File: src/rtl/core/mcf_pkg.sv
package mcf_pkg;

  localparam int unsigned FrameLen = 10;
  localparam int unsigned ByteIdxW = $clog2(FrameLen);

  // Request codes
  localparam logic [2:0] REQ_PLAY      = 3'd0;
  localparam logic [2:0] REQ_SET_VOL   = 3'd1;
  localparam logic [2:0] REQ_VOL_UP    = 3'd2;
  localparam logic [2:0] REQ_VOL_DOWN  = 3'd3;
  localparam logic [2:0] REQ_PAUSE     = 3'd4;

  // Configuration register indexes
  localparam logic [2:0] CFG_PLAYER_READY  = 3'd0;
  localparam logic [2:0] CFG_GUARD_DEFAULT = 3'd1;
  localparam logic [2:0] CFG_GUARD_REPLY   = 3'd2;
  localparam logic [2:0] CFG_REPLY_TRACK   = 3'd3;
  localparam logic [2:0] CFG_URGENT_TRACK  = 3'd4;
  localparam logic [2:0] CFG_VOL_CEILING   = 3'd5;
  localparam logic [2:0] CFG_VOL_INCREMENT = 3'd6;

  // Frame bytes
  localparam logic [7:0] FRAME_START   = 8'h7E;
  localparam logic [7:0] FRAME_VERSION = 8'hFF;
  localparam logic [7:0] FRAME_LENGTH  = 8'h06;
  localparam logic [7:0] FRAME_END     = 8'hEF;

  // Command codes
  localparam logic [7:0] CMD_PLAY   = 8'h03;
  localparam logic [7:0] CMD_VOLUME = 8'h06;
  localparam logic [7:0] CMD_PAUSE  = 8'h0E;

  // Reset values
  localparam logic [15:0] RST_GUARD_DEFAULT = 16'd1800;
  localparam logic [15:0] RST_GUARD_REPLY   = 16'd4500;
  localparam logic [7:0]  RST_REPLY_TRACK   = 8'd2;
  localparam logic [7:0]  RST_URGENT_TRACK  = 8'd6;
  localparam logic [4:0]  RST_VOL_CEILING   = 5'd30;
  localparam logic [4:0]  RST_VOL_INCREMENT = 5'd3;
  localparam logic [4:0]  RST_VOLUME        = 5'd30;

  typedef struct packed {
    logic        player_ready;
    logic [15:0] guard_default;
    logic [15:0] guard_reply;
    logic [7:0]  reply_track;
    logic [7:0]  urgent_track;
    logic [4:0]  vol_ceiling;
    logic [4:0]  vol_increment;
  } cfg_t;

  typedef struct packed {
    logic       valid;
    logic [7:0] cmd;
    logic [7:0] arg;
  } frame_req_t;

endpackage

File: src/rtl/core/mcf_ctrl.sv
module mcf_ctrl
  import mcf_pkg::*;
(
  input  logic        clk_i,
  input  logic        rst_ni,
  input  cfg_t        cfg_i,
  input  logic        accept_i,
  input  logic [2:0]  req_type_i,
  input  logic [7:0]  track_number_i,
  input  logic [7:0]  volume_request_i,
  input  logic [31:0] now_tick_i,
  output frame_req_t  frame_req_o
);

  logic [31:0] guard_until_q, guard_until_d;
  logic [4:0]  volume_q, volume_d;

  logic [5:0]  vol_up_sum;
  logic [4:0]  vol_target;
  logic        vol_apply;
  logic        guard_busy;
  logic [15:0] guard_len;

  always_comb begin
    vol_up_sum = {1'b0, volume_q} + {1'b0, cfg_i.vol_increment};
    guard_busy = (track_number_i != cfg_i.urgent_track) && (now_tick_i < guard_until_q);
    guard_len  = (track_number_i == cfg_i.reply_track) ? cfg_i.guard_reply
                                                       : cfg_i.guard_default;
  end

  always_comb begin
    vol_apply = 1'b0;
    case (req_type_i)
      REQ_SET_VOL: begin
        vol_apply  = 1'b1;
        vol_target = (volume_request_i > {3'b000, cfg_i.vol_ceiling}) ?
                     cfg_i.vol_ceiling : volume_request_i[4:0];
      end
      REQ_VOL_UP: begin
        vol_apply  = 1'b1;
        vol_target = (vol_up_sum > {1'b0, cfg_i.vol_ceiling}) ?
                     cfg_i.vol_ceiling : vol_up_sum[4:0];
      end
      REQ_VOL_DOWN: begin
        vol_apply  = 1'b1;
        vol_target = (volume_q >= cfg_i.vol_increment) ?
                     (volume_q - cfg_i.vol_increment) : 5'd0;
        // a lowered ceiling can sit below the current volume
        if (vol_target > cfg_i.vol_ceiling) begin
          vol_target = cfg_i.vol_ceiling;
        end
      end
      default: begin
        vol_target = volume_q;
      end
    endcase
  end

  always_comb begin
    frame_req_o   = '0;
    guard_until_d = guard_until_q;
    volume_d      = volume_q;
    if (accept_i && cfg_i.player_ready) begin
      if (req_type_i == REQ_PLAY) begin
        if (!guard_busy) begin
          guard_until_d     = now_tick_i + {16'h0000, guard_len};
          frame_req_o.valid = 1'b1;
          frame_req_o.cmd   = CMD_PLAY;
          frame_req_o.arg   = track_number_i;
        end
      end else if (req_type_i == REQ_PAUSE) begin
        frame_req_o.valid = 1'b1;
        frame_req_o.cmd   = CMD_PAUSE;
        frame_req_o.arg   = 8'h00;
      end else if (vol_apply && (vol_target != volume_q)) begin
        volume_d          = vol_target;
        frame_req_o.valid = 1'b1;
        frame_req_o.cmd   = CMD_VOLUME;
        frame_req_o.arg   = {3'b000, vol_target};
      end
    end
  end

  always_ff @(posedge clk_i or negedge rst_ni) begin
    if (!rst_ni) begin
      guard_until_q <= '0;
      volume_q      <= RST_VOLUME;
    end else begin
      guard_until_q <= guard_until_d;
      volume_q      <= volume_d;
    end
  end

endmodule

File: src/rtl/core/mcf_serializer.sv
module mcf_serializer
  import mcf_pkg::*;
(
  input  logic       clk_i,
  input  logic       rst_ni,
  input  frame_req_t frame_req_i,
  output logic       full_o,
  output logic       out_valid_o,
  input  logic       out_stall_i,
  output logic [7:0] frame_byte_o,
  output logic       frame_last_o
);

  // one waiting frame plus the one on the wire
  logic                pend_q, pend_d;
  logic [7:0]          pend_cmd_q, pend_arg_q;
  logic                act_q, act_d;
  logic [ByteIdxW-1:0] cnt_q, cnt_d;
  logic [7:0]          cmd_q, arg_q;
  logic [15:0]         chk_q;
  logic [15:0]         pend_sum;

  logic out_xfer, last, load;

  assign last     = (cnt_q == ByteIdxW'(FrameLen - 1));
  assign out_xfer = act_q && !out_stall_i;
  assign load     = pend_q && (!act_q || (out_xfer && last));
  assign full_o   = pend_q;

  assign pend_sum = {8'h00, FRAME_VERSION} + {8'h00, FRAME_LENGTH} +
                    {8'h00, pend_cmd_q} + {8'h00, pend_arg_q};

  always_comb begin
    pend_d = pend_q;
    if (load) begin
      pend_d = 1'b0;
    end
    if (frame_req_i.valid) begin
      pend_d = 1'b1;
    end
  end

  always_comb begin
    act_d = act_q;
    cnt_d = cnt_q;
    if (load) begin
      act_d = 1'b1;
      cnt_d = '0;
    end else if (out_xfer) begin
      if (last) begin
        act_d = 1'b0;
      end else begin
        cnt_d = cnt_q + ByteIdxW'(1);
      end
    end
  end

  always_ff @(posedge clk_i or negedge rst_ni) begin
    if (!rst_ni) begin
      pend_q <= 1'b0;
      act_q  <= 1'b0;
      cnt_q  <= '0;
    end else begin
      pend_q <= pend_d;
      act_q  <= act_d;
      cnt_q  <= cnt_d;
    end
  end

  always_ff @(posedge clk_i) begin
    if (frame_req_i.valid) begin
      pend_cmd_q <= frame_req_i.cmd;
      pend_arg_q <= frame_req_i.arg;
    end
    if (load) begin
      cmd_q <= pend_cmd_q;
      arg_q <= pend_arg_q;
      chk_q <= 16'h0000 - pend_sum;
    end
  end

  always_comb begin
    case (cnt_q)
      4'd0:    frame_byte_o = FRAME_START;
      4'd1:    frame_byte_o = FRAME_VERSION;
      4'd2:    frame_byte_o = FRAME_LENGTH;
      4'd3:    frame_byte_o = cmd_q;
      4'd6:    frame_byte_o = arg_q;
      4'd7:    frame_byte_o = chk_q[15:8];
      4'd8:    frame_byte_o = chk_q[7:0];
      4'd9:    frame_byte_o = FRAME_END;
      default: frame_byte_o = 8'h00;
    endcase
  end

  assign out_valid_o  = act_q;
  assign frame_last_o = last;

endmodule

File: src/rtl/core/mp3_module_command_framer.sv
// Command framer for a serial MP3 player module.
//
// Input channel: one request per transfer (req_type_i, track_number_i,
// volume_request_i, now_tick_i), qualified by in_valid_i and held off by
// in_stall_o. Output channel: one frame byte per transfer on frame_byte_o,
// frame_last_o marks the tenth byte; out_stall_i from the receiver holds it.
// Configuration registers are written through cfg_we_i / cfg_idx_i /
// cfg_data_i; the user must do so only while the block is idle (unchecked).
//
// A request is decided in the cycle it is accepted (guard and volume state
// update there). A sent request yields a ten-byte frame that is registered
// in the holding slot and then loaded into the byte serializer; bytes then
// go out one per cycle unless out_stall_i holds them. One frame waits in
// the holding slot while the previous one is on the wire, so in_stall_o
// rises only while that slot is occupied. A dropped request takes one
// input transfer and yields no frame.
// A receiver stall freezes the current byte and, once the slot is full,
// backs up to the input. Reset clears both slots, the guard time to zero,
// the volume to 30 and the registers to their defaults (player not ready).
module mp3_module_command_framer
  import mcf_pkg::*;
(
  input  logic        clk_i,
  input  logic        rst_ni,
  input  logic        cfg_we_i,
  input  logic [2:0]  cfg_idx_i,
  input  logic [15:0] cfg_data_i,
  input  logic        in_valid_i,
  output logic        in_stall_o,
  input  logic [2:0]  req_type_i,
  input  logic [7:0]  track_number_i,
  input  logic [7:0]  volume_request_i,
  input  logic [31:0] now_tick_i,
  output logic        out_valid_o,
  input  logic        out_stall_i,
  output logic [7:0]  frame_byte_o,
  output logic        frame_last_o
);

  cfg_t       cfg_q, cfg_d;
  frame_req_t frame_req;
  logic       slot_full;
  logic       in_xfer;

  always_comb begin
    cfg_d = cfg_q;
    if (cfg_we_i) begin
      case (cfg_idx_i)
        CFG_PLAYER_READY:  cfg_d.player_ready  = cfg_data_i[0];
        CFG_GUARD_DEFAULT: cfg_d.guard_default = cfg_data_i;
        CFG_GUARD_REPLY:   cfg_d.guard_reply   = cfg_data_i;
        CFG_REPLY_TRACK:   cfg_d.reply_track   = cfg_data_i[7:0];
        CFG_URGENT_TRACK:  cfg_d.urgent_track  = cfg_data_i[7:0];
        CFG_VOL_CEILING:   cfg_d.vol_ceiling   = cfg_data_i[4:0];
        CFG_VOL_INCREMENT: cfg_d.vol_increment = cfg_data_i[4:0];
        default: ;
      endcase
    end
  end

  always_ff @(posedge clk_i or negedge rst_ni) begin
    if (!rst_ni) begin
      cfg_q.player_ready  <= 1'b0;
      cfg_q.guard_default <= RST_GUARD_DEFAULT;
      cfg_q.guard_reply   <= RST_GUARD_REPLY;
      cfg_q.reply_track   <= RST_REPLY_TRACK;
      cfg_q.urgent_track  <= RST_URGENT_TRACK;
      cfg_q.vol_ceiling   <= RST_VOL_CEILING;
      cfg_q.vol_increment <= RST_VOL_INCREMENT;
    end else begin
      cfg_q <= cfg_d;
    end
  end

  assign in_stall_o = slot_full;
  assign in_xfer    = in_valid_i && !slot_full;

  mcf_ctrl u_ctrl (
    .clk_i            (clk_i),
    .rst_ni           (rst_ni),
    .cfg_i            (cfg_q),
    .accept_i         (in_xfer),
    .req_type_i       (req_type_i),
    .track_number_i   (track_number_i),
    .volume_request_i (volume_request_i),
    .now_tick_i       (now_tick_i),
    .frame_req_o      (frame_req)
  );

  mcf_serializer u_ser (
    .clk_i        (clk_i),
    .rst_ni       (rst_ni),
    .frame_req_i  (frame_req),
    .full_o       (slot_full),
    .out_valid_o  (out_valid_o),
    .out_stall_i  (out_stall_i),
    .frame_byte_o (frame_byte_o),
    .frame_last_o (frame_last_o)
  );

endmodule

File: config.mk
export PLATFORM = sky130hd
export DESIGN_NAME = mp3_module_command_framer
export DESIGN_NICKNAME = d
export VERILOG_FILES = /design/src/rtl/core/mcf_pkg.sv /design/src/rtl/core/mcf_ctrl.sv /design/src/rtl/core/mcf_serializer.sv /design/src/rtl/core/mp3_module_command_framer.sv
export SDC_FILE = /design/constraint.sdc
export NUM_CORES = 1
export LEC_CHECK = 0
export ABC_AREA = 0
export BUFFER_PORTS_ARGS = -buffer_cell sky130_fd_sc_hd__buf_2
export CAP_MARGIN = 5
export CORE_MARGIN = 1
export CORE_UTILIZATION = 60
export CTS_BUF_LIST = sky130_fd_sc_hd__clkbuf_4 sky130_fd_sc_hd__clkbuf_8
export CTS_CLUSTER_DIAMETER = 30
export CTS_CLUSTER_SIZE = 24
export DETAILED_ROUTE_END_ITERATION = 8
export PLACE_DENSITY = 0.83
export SYNTH_ARGS = -nofsm -noshare
export SYNTH_HDL_FRONTEND = slang
export SYNTH_HIERARCHICAL = 1
export SYNTH_SLANG_ARGS = --single-unit
File: constraint.sdc
create_clock -name clk_i -period 5.9 [get_ports clk_i]
set_input_delay 0.295 -clock clk_i [delete_from_list [all_inputs] [get_ports clk_i]]
set_output_delay 0.295 -clock clk_i [all_outputs]
set_load 0.05 [all_outputs]
==> impl_metrics.tcl, run 1 <==
set metrics [dict create \
    num_rows 45 \
    min_from "cfg_data_i[12]" \
    vias 7010 \
    final_cell_area_um2 10590 \
    grt_use_total_pct 26.56 \
    fmax_mhz 197.9 \
    min_to "cfg_q[54]" \
    hold_viol 0 \
    core-area_um2 15370 \
    arrival_ns 5.38 \
    yosysWarnings 6 \
    slew_viol_final 0 \
    syn_area_per_cell_um2 10.82 \
    worstMarginPinSlew_ns 1.071 \
    synth_cell_type_count 76 \
    crit_family "compound AO/OA/AOI/OAI gates" \
    r2r-start "cfg_q[1]" \
    globalplace.congestion 0.9435 \
    ys_seq_area_share_pct 40.13 \
    synthArstFlopShare_pct 70.83 \
    path_class "flop to flop" \
    dr_wl_met3_um 983 \
    io_buffer_count 85 \
    setup_violations 0 \
    combPwrFrac_pct 45.1 \
    ys.flop_type "dfrtp_1" \
    synthTopCellsByArea "dfrtp_1 21%, edfxtp_1 13%, ha_1 12%" \
    cpPeakStageDelay_ns 0.59 \
    yosysTopAreaCell "dfrtp_1" \
    antenna_found_initial 3 \
    rsz0062_at_grt "no" \
    final_common_cell "ha_1" \
    cts_sinks 144 \
    grt_pass1_wl_um 33550 \
    cts-root-buf "clkbuf_8" \
    r2r_setup_slack_ns 0.85 \
    worstPathMaxFanout 18 \
    start_util_pct 62.27 \
    die_area_um2 16460 \
    ir_worst_vdd_uv 278.6 \
    cts_buffers 17 \
    power_switching_share_pct 41.14 \
    cellPowerDensity_nw_per_um2 368.0 \
    layout_common_cells "91 x ha_1, 84 x buf_2, 83 x inv_1, 80 x dfrtp_1, 60 x mux2_2" \
    cp.buffers_inverters 2 \
    die_width_um 128.3 \
    ant_nets 0 \
    clkSlewWorstSetupHoldPaths_ns 0.09 \
    power.internal_mw 2.294 \
    clk_latency_ns 0.46 \
    cts_max_level 4 \
    rr_worst_depth 18 \
    grt-ovfl-total 0 \
    cts_tree "built" \
    clock_skew_ns 0.01363 \
    placed_area_um2 10180 \
    die_h_um 128.3 \
    hold_path.class "primary input to flop" \
    via_per_inst 5.842 \
    p_sw_mw 1.603 \
    ios 86 \
    drt-total-wl_um 20670 \
    grt_max_degree 59 \
    drv_cap 0 \
    highest_layer "met4" \
    clkPwrFrac_pct 20.0 \
    critPathRequiredTime_ns 6.23 \
    synth_top_cell_area_share_pct 20.92 \
    ys_seq_elements 144 \
    crit_path_end_kind "flop" \
    tns_ns 0 \
    grt_pass1_vias 6878 \
    drc 0 \
    status "completed" \
    path_cells "inv_1 > ha_1 > nand2b_1 > a21oi_1 > o21ai_0 > a21boi_0 > ha_1 > nor2b_1 > o31ai_1 > a21oi_1 > a31oi_1 > o31ai_1 > o31a_1 > or4b_4 > o31ai_4 > nand3_1 > buf_4 > o21bai_1" \
    p_leak_nw 5.139 \
    min_period_over_period_pct 85.63 \
    wire_per_inst_um 17.23 \
    fin_crit_ns 5.052 \
    drive_above_1_share_pct 24.85 \
    drtIter0Drc 445 \
    whs_path_depth 2 \
    cp-start-kind "flop" \
    crit_slowest_cell "dfstp_2" \
    area_growth_syn_to_layout_pct 10.64 \
    synthesis.instances 885 \
    slew_headroom_pct 27.54 \
    wl_met1_um 9089 \
    route.met2.wl_um 9955 \
    firstDrtPassIters 5 \
    hpwl_um 15790 \
    power_frac_seq_pct 35.0 \
    cts_buffer_depth 2 \
    synth_edf_count 42 \
    fin_nets 1143 \
    syn-cell-area_um2 9572 \
    rr_endpoint "u_ser/full_o" \
    cts_resized 0 \
]
## synthesized netlist by cell type (all sizes together), types with 13 or more instances
master and instances:
a21o 21, a21oi 56, a31oi 13, buf 16, dfrtp 80, dfstp 22, edfxtp 42, ha 91
inv 85, mux2 82, mux2i 30, nand2 34, nand3 18, nor2 39, o21ai 33, xnor2 26
xor2 28
## power by group through the flow
stage | combinational (mW) | clock [mW] | sequential (mW)
CTS | 1.75 | 0.792 | 1.36
global placement | 1.70 | 0 | 1.37
floorplan | 1.37 | 0 | 1.33
global route | 1.92 | 0.839 | 1.38
detailed placement | 1.74 | 0 | 1.38
finish | 1.76 | 0.778 | 1.36
## cell families (layout without fill, tap and decap cells)
| logic type | count (synthesis) | count (layout) | synth area share, % |
|---|---|---|---|
| AOI/OAI and AO/OA | 197 | 197 | 14.12 |
| xor gates and xnor gates | 54 | 54 | 4.941 |
| adders and majority gates | 95 | 95 | 12.73 |
| buffers and inverters | 111 | 209 | 5.007 |
| DFF | 144 | 144 | 40.13 |
| muxes | 112 | 112 | 13.61 |
| other | 1 | 7 | 0.03918 |
| and+or+nand+nor | 171 | 171 | 9.425 |
## flip-flops by register name (all words and copies together) (netlist names), 5 cells and up
signal and cells:
u_ctrl/guard_until_q 32, u_ser/pend_cmd_q 8, u_ser/pend_arg_q 8, u_ser/chk_q 10, u_ctrl/volume_q 5, u_ser/arg_q 8
cfg_q 59, u_ser/cmd_q 8
## what timing repair did
item                                   in CTS  in global routing
hold buffers                                1                  0
setup endpoints to repair                   0                  0
setup buffers                               0                  0
endpoints found under the hold margin      39                  0
## through the flow
step,worst slack [ns],cells,hold slack [ns],util (%),power [mW]
finish,0.8477,1200,0.07050,68.90,3.898
global route,0.5465,1199,0.05386,68.88,4.146
CTS,0.9344,1197,0.04684,68.85,3.899
detailed placement,0.9905,1164,0.3410,66.21,3.114
global placement,1.145,1164,0.3302,66.21,3.069
floorplan,1.581,888,-0.0005911,-,2.701
## routing by layer
layer	track usage [%]	vias to the layer above
met2	44.61	209
li1	-	3395
met5	0	-
met1	33.35	3367
met4	10.87	0
met3	5.760	39
## layout make-up
cell class,count,area [µm²]
Fill cell,1131,4781
Multi-Input combinational cell,633,5280
Clock buffer,18,247.7
Sequential cell,144,3841
Antenna cell,3,7.507
Clock inverter,14,147.6
Inverter,85,319.1
Timing Repair Buffer,92,483.0
Tap cell,211,264.0
## worst max path at each step
stage / from / end / slack, ns / cells after the start
2_1_floorplan: u_ctrl/volume_q[3] / u_ser/full_o / 1.58 / 18
5_1_grt: cfg_q[1] / u_ser/full_o / 0.55 / 18
6_report: cfg_q[1] / u_ser/full_o / 0.85 / 18
4_1_cts: cfg_q[1] / u_ser/full_o / 0.93 / 18
3_5_place_dp: cfg_q[1] / u_ser/full_o / 0.99 / 18
3_3_place_gp: cfg_q[1] / u_ser/full_o / 1.15 / 18
Note: power is estimated with default switching activity, not from simulation.
==> run 2, diff against run 1 <==
- ABC_AREA: 0 -> 1
- CORE_ASPECT_RATIO: default -> 2
==> run 2 against run 1 <==
Compared with the run above: global-route usage up 3.5 points; worst setup slack better by 0.70 ns; flip-flop and latch count unchanged; first-iteration DRC count down 5.8%; design area up 4.7%; critical endpoint unchanged.
==> impl_metrics.tcl, run 2 <==
set metrics [dict create \
    yosysMostFrequentCell "nand2_1" \
    setup_violations 0 \
    via_per_inst 5.493 \
    p_sw_mw 2.176 \
    core-area_um2 16430 \
    power_switching_share_pct 46.86 \
    drc 0 \
    hold_viol 0 \
    cpPeakStageDelay_ns 0.56 \
    tns_ns 0 \
    yosysWarnings 6 \
    num_rows 66 \
    cts_buffers 17 \
    firstDrtPassIters 5 \
    postCtsHoldBufs 1 \
    hpwl_um 18900 \
    cp-start-kind "flop" \
    cellPowerDensity_nw_per_um2 418.8 \
    ys_seq_elements 144 \
    yosysTopAreaCell "dfrtp_1" \
    synth_cell_type_count 50 \
    status "completed" \
    clk_latency_ns 0.46 \
    grt_pass1_wl_um 40170 \
    cts_setup_buffers 0 \
    io_buffer_count 85 \
    clock_skew_ns 0.009510 \
    die_h_um 185.9 \
    synthTopCellsByArea "dfrtp_1 20%, nand2_1 16%, edfxtp_1 12%" \
    final_cells 1600 \
    power.internal_mw 2.467 \
    crit_top_cell "nand2_1" \
    cts_sinks 144 \
    ys_seq_area_share_pct 37.84 \
    cts_tree "built" \
    drt-total-wl_um 24590 \
    hold_path.class "primary input to flop" \
    syn-cell-area_um2 10150 \
    ant_nets 0 \
    ir_worst_vdd_uv 287.5 \
    start_util_pct 61.77 \
    layout_common_cells "424 x nand2_1, 167 x inv_1, 141 x nand3_1, 91 x ha_1, 84 x buf_2" \
    fin_crit_ns 4.355 \
    cts_max_level 4 \
    fin_nets 1553 \
    antenna_found_initial 0 \
    synth_edf_count 42 \
    fmax_mhz 229.6 \
    worstPathMaxFanout 18 \
    cp.buffers_inverters 2 \
    ys.flop_type "dfrtp_1" \
    clkSlewWorstSetupHoldPaths_ns 0.08 \
    final_cell_area_um2 11090 \
    wire_per_inst_um 15.37 \
    syn_area_per_cell_um2 7.802 \
    synth_top_cell_area_share_pct 19.72 \
    path_class "flop to flop" \
    die_area_um2 17470 \
    finalPower_mw 4.643 \
    cts-root-buf "clkbuf_8" \
    power_frac_seq_pct 32.1 \
    critPathRequiredTime_ns 6.24 \
    drtIter0Drc 419 \
    arrival_ns 4.69 \
    min_period_over_period_pct 73.81 \
    globalplace.congestion 0.9750 \
    drive_above_1_share_pct 15.11 \
    cts_resized 0 \
    slew_headroom_pct 39.43 \
    grt_pass1_vias 9027 \
    cts_buffer_depth 2 \
    largest_register_ffs 59 \
    die_width_um 93.98 \
    dp_cells 1567 \
    combPwrFrac_pct 51.2 \
    ios 86 \
    vias 8788 \
    largest_register "cfg_q" \
    synthTopCellsByCount "424 x nand2_1, 167 x inv_1, 141 x nand3_1, 91 x ha_1, 80 x dfrtp_1" \
    drv_cap 0 \
    clkPwrFrac_pct 16.6 \
    utilization_pct 67.46 \
    worstMarginPinSlew_ns 0.9064 \
    rsz0062_at_grt "no" \
    grt_use_total_pct 30.06 \
    synthArstFlopShare_pct 70.83 \
    grt_max_degree 71 \
    grt-ovfl-total 0 \
    antennaDiodeCount 0 \
    slew_viol_final 0 \
    placed_area_um2 10680 \
    crit_path_end_kind "flop" \
    reg_top3 "cfg_q x59, u_ctrl/guard_until_q x32, u_ser/chk_q x10" \
    crit_slowest_cell "dfstp_2" \
    p_leak_nw 5.883 \
    final_common_cell "nand2_1" \
    synthesis.instances 1301 \
    crit_family "simple AND/OR/NAND/NOR gates" \
    area_growth_syn_to_layout_pct 9.207 \
]
-- run 2: cell types whose count changed after synthesis, sizes merged, moves of 25 or more --
cell   change
nand2    +406
nor2      +25
nand3    +126
inv       +92
mux2i     -30
mux2      -66
-- run 2: metrics by stage --
| step | hold WS, ns | setup slack (ns) |
|---|---|---|
| floorplan | -0.0005911 | 2.356 |
| global placement | 0.2558 | 1.706 |
| detailed placement | 0.2568 | 1.537 |
| CTS | 0.03996 | 1.549 |
| global route | 0.04727 | 1.160 |
| finish | 0.05863 | 1.545 |
-- run 2: cell families (layout without fill, tap and decap cells) --
group | Yosys count | after routing | share of synthesized area (%)
compound gates | 88 | 88 | 4.980
xor+xnor | 49 | 49 | 4.228
fa+ha+maj | 95 | 95 | 12.01
buf+inv | 208 | 300 | 8.714
flops | 144 | 144 | 37.84
mux | 16 | 16 | 1.775
other cells | 1 | 4 | 0.03694
simple gates | 700 | 700 | 30.42
-- run 2: final cells by class --
class                      instances  area [µm²]
clock buffer                      18       241.5
inverter                         178       685.7
fill                            1383        5348
timing repair buffer              90       467.9
multi-input combinational        952        5441
sequential                       144        3841
tap                              204       255.2
clock inverter                    14       152.6
-- run 2: worst paths after layout --
check / from / end / slack, ns / cells past startpoint
setup / recovery: cfg_q[0] / u_ser/full_o / 1.55 / 25
hold / removal: cfg_data_i[8] / cfg_q[50] / 0.06 / 3
setup reg to reg: cfg_q[0] / u_ser/full_o / 1.55 / 25
hold reg to reg: u_ser/pend_arg_q[1] / u_ser/arg_q[1] / 0.45 / 0
max in group asynchronous: rst_ni / u_ser/cnt_q[0] / 4.38 / 3
min in group asynchronous: rst_ni / u_ctrl/guard_until_q[0] / 0.31 / 2
-- run 2: power groups by stage --
stage / logic [mW] / clock network (mW) / registers, mW
after global placement: 2.28 / 0 / 1.50
after detailed placement: 2.35 / 0 / 1.51
final: 2.38 / 0.772 / 1.49
after floorplan: 1.89 / 0 / 1.45
after CTS: 2.36 / 0.790 / 1.49
after global routing: 2.69 / 0.831 / 1.52
-- run 2: metal layers --
layer	track usage, %	vias up	routed length (µm)
met5	0	-	0
met4	21.17	0	1465
met3	4.371	105	958
met2	58.19	298	13670
met1	27.58	4023	8490
li1	-	4362	-
-- run 2: tightest hold or removal path: cells and delay by family --
kind	cells	cell delay, ns
and+or+nand+nor	2	0.12
buffers and inverters	1	0.10
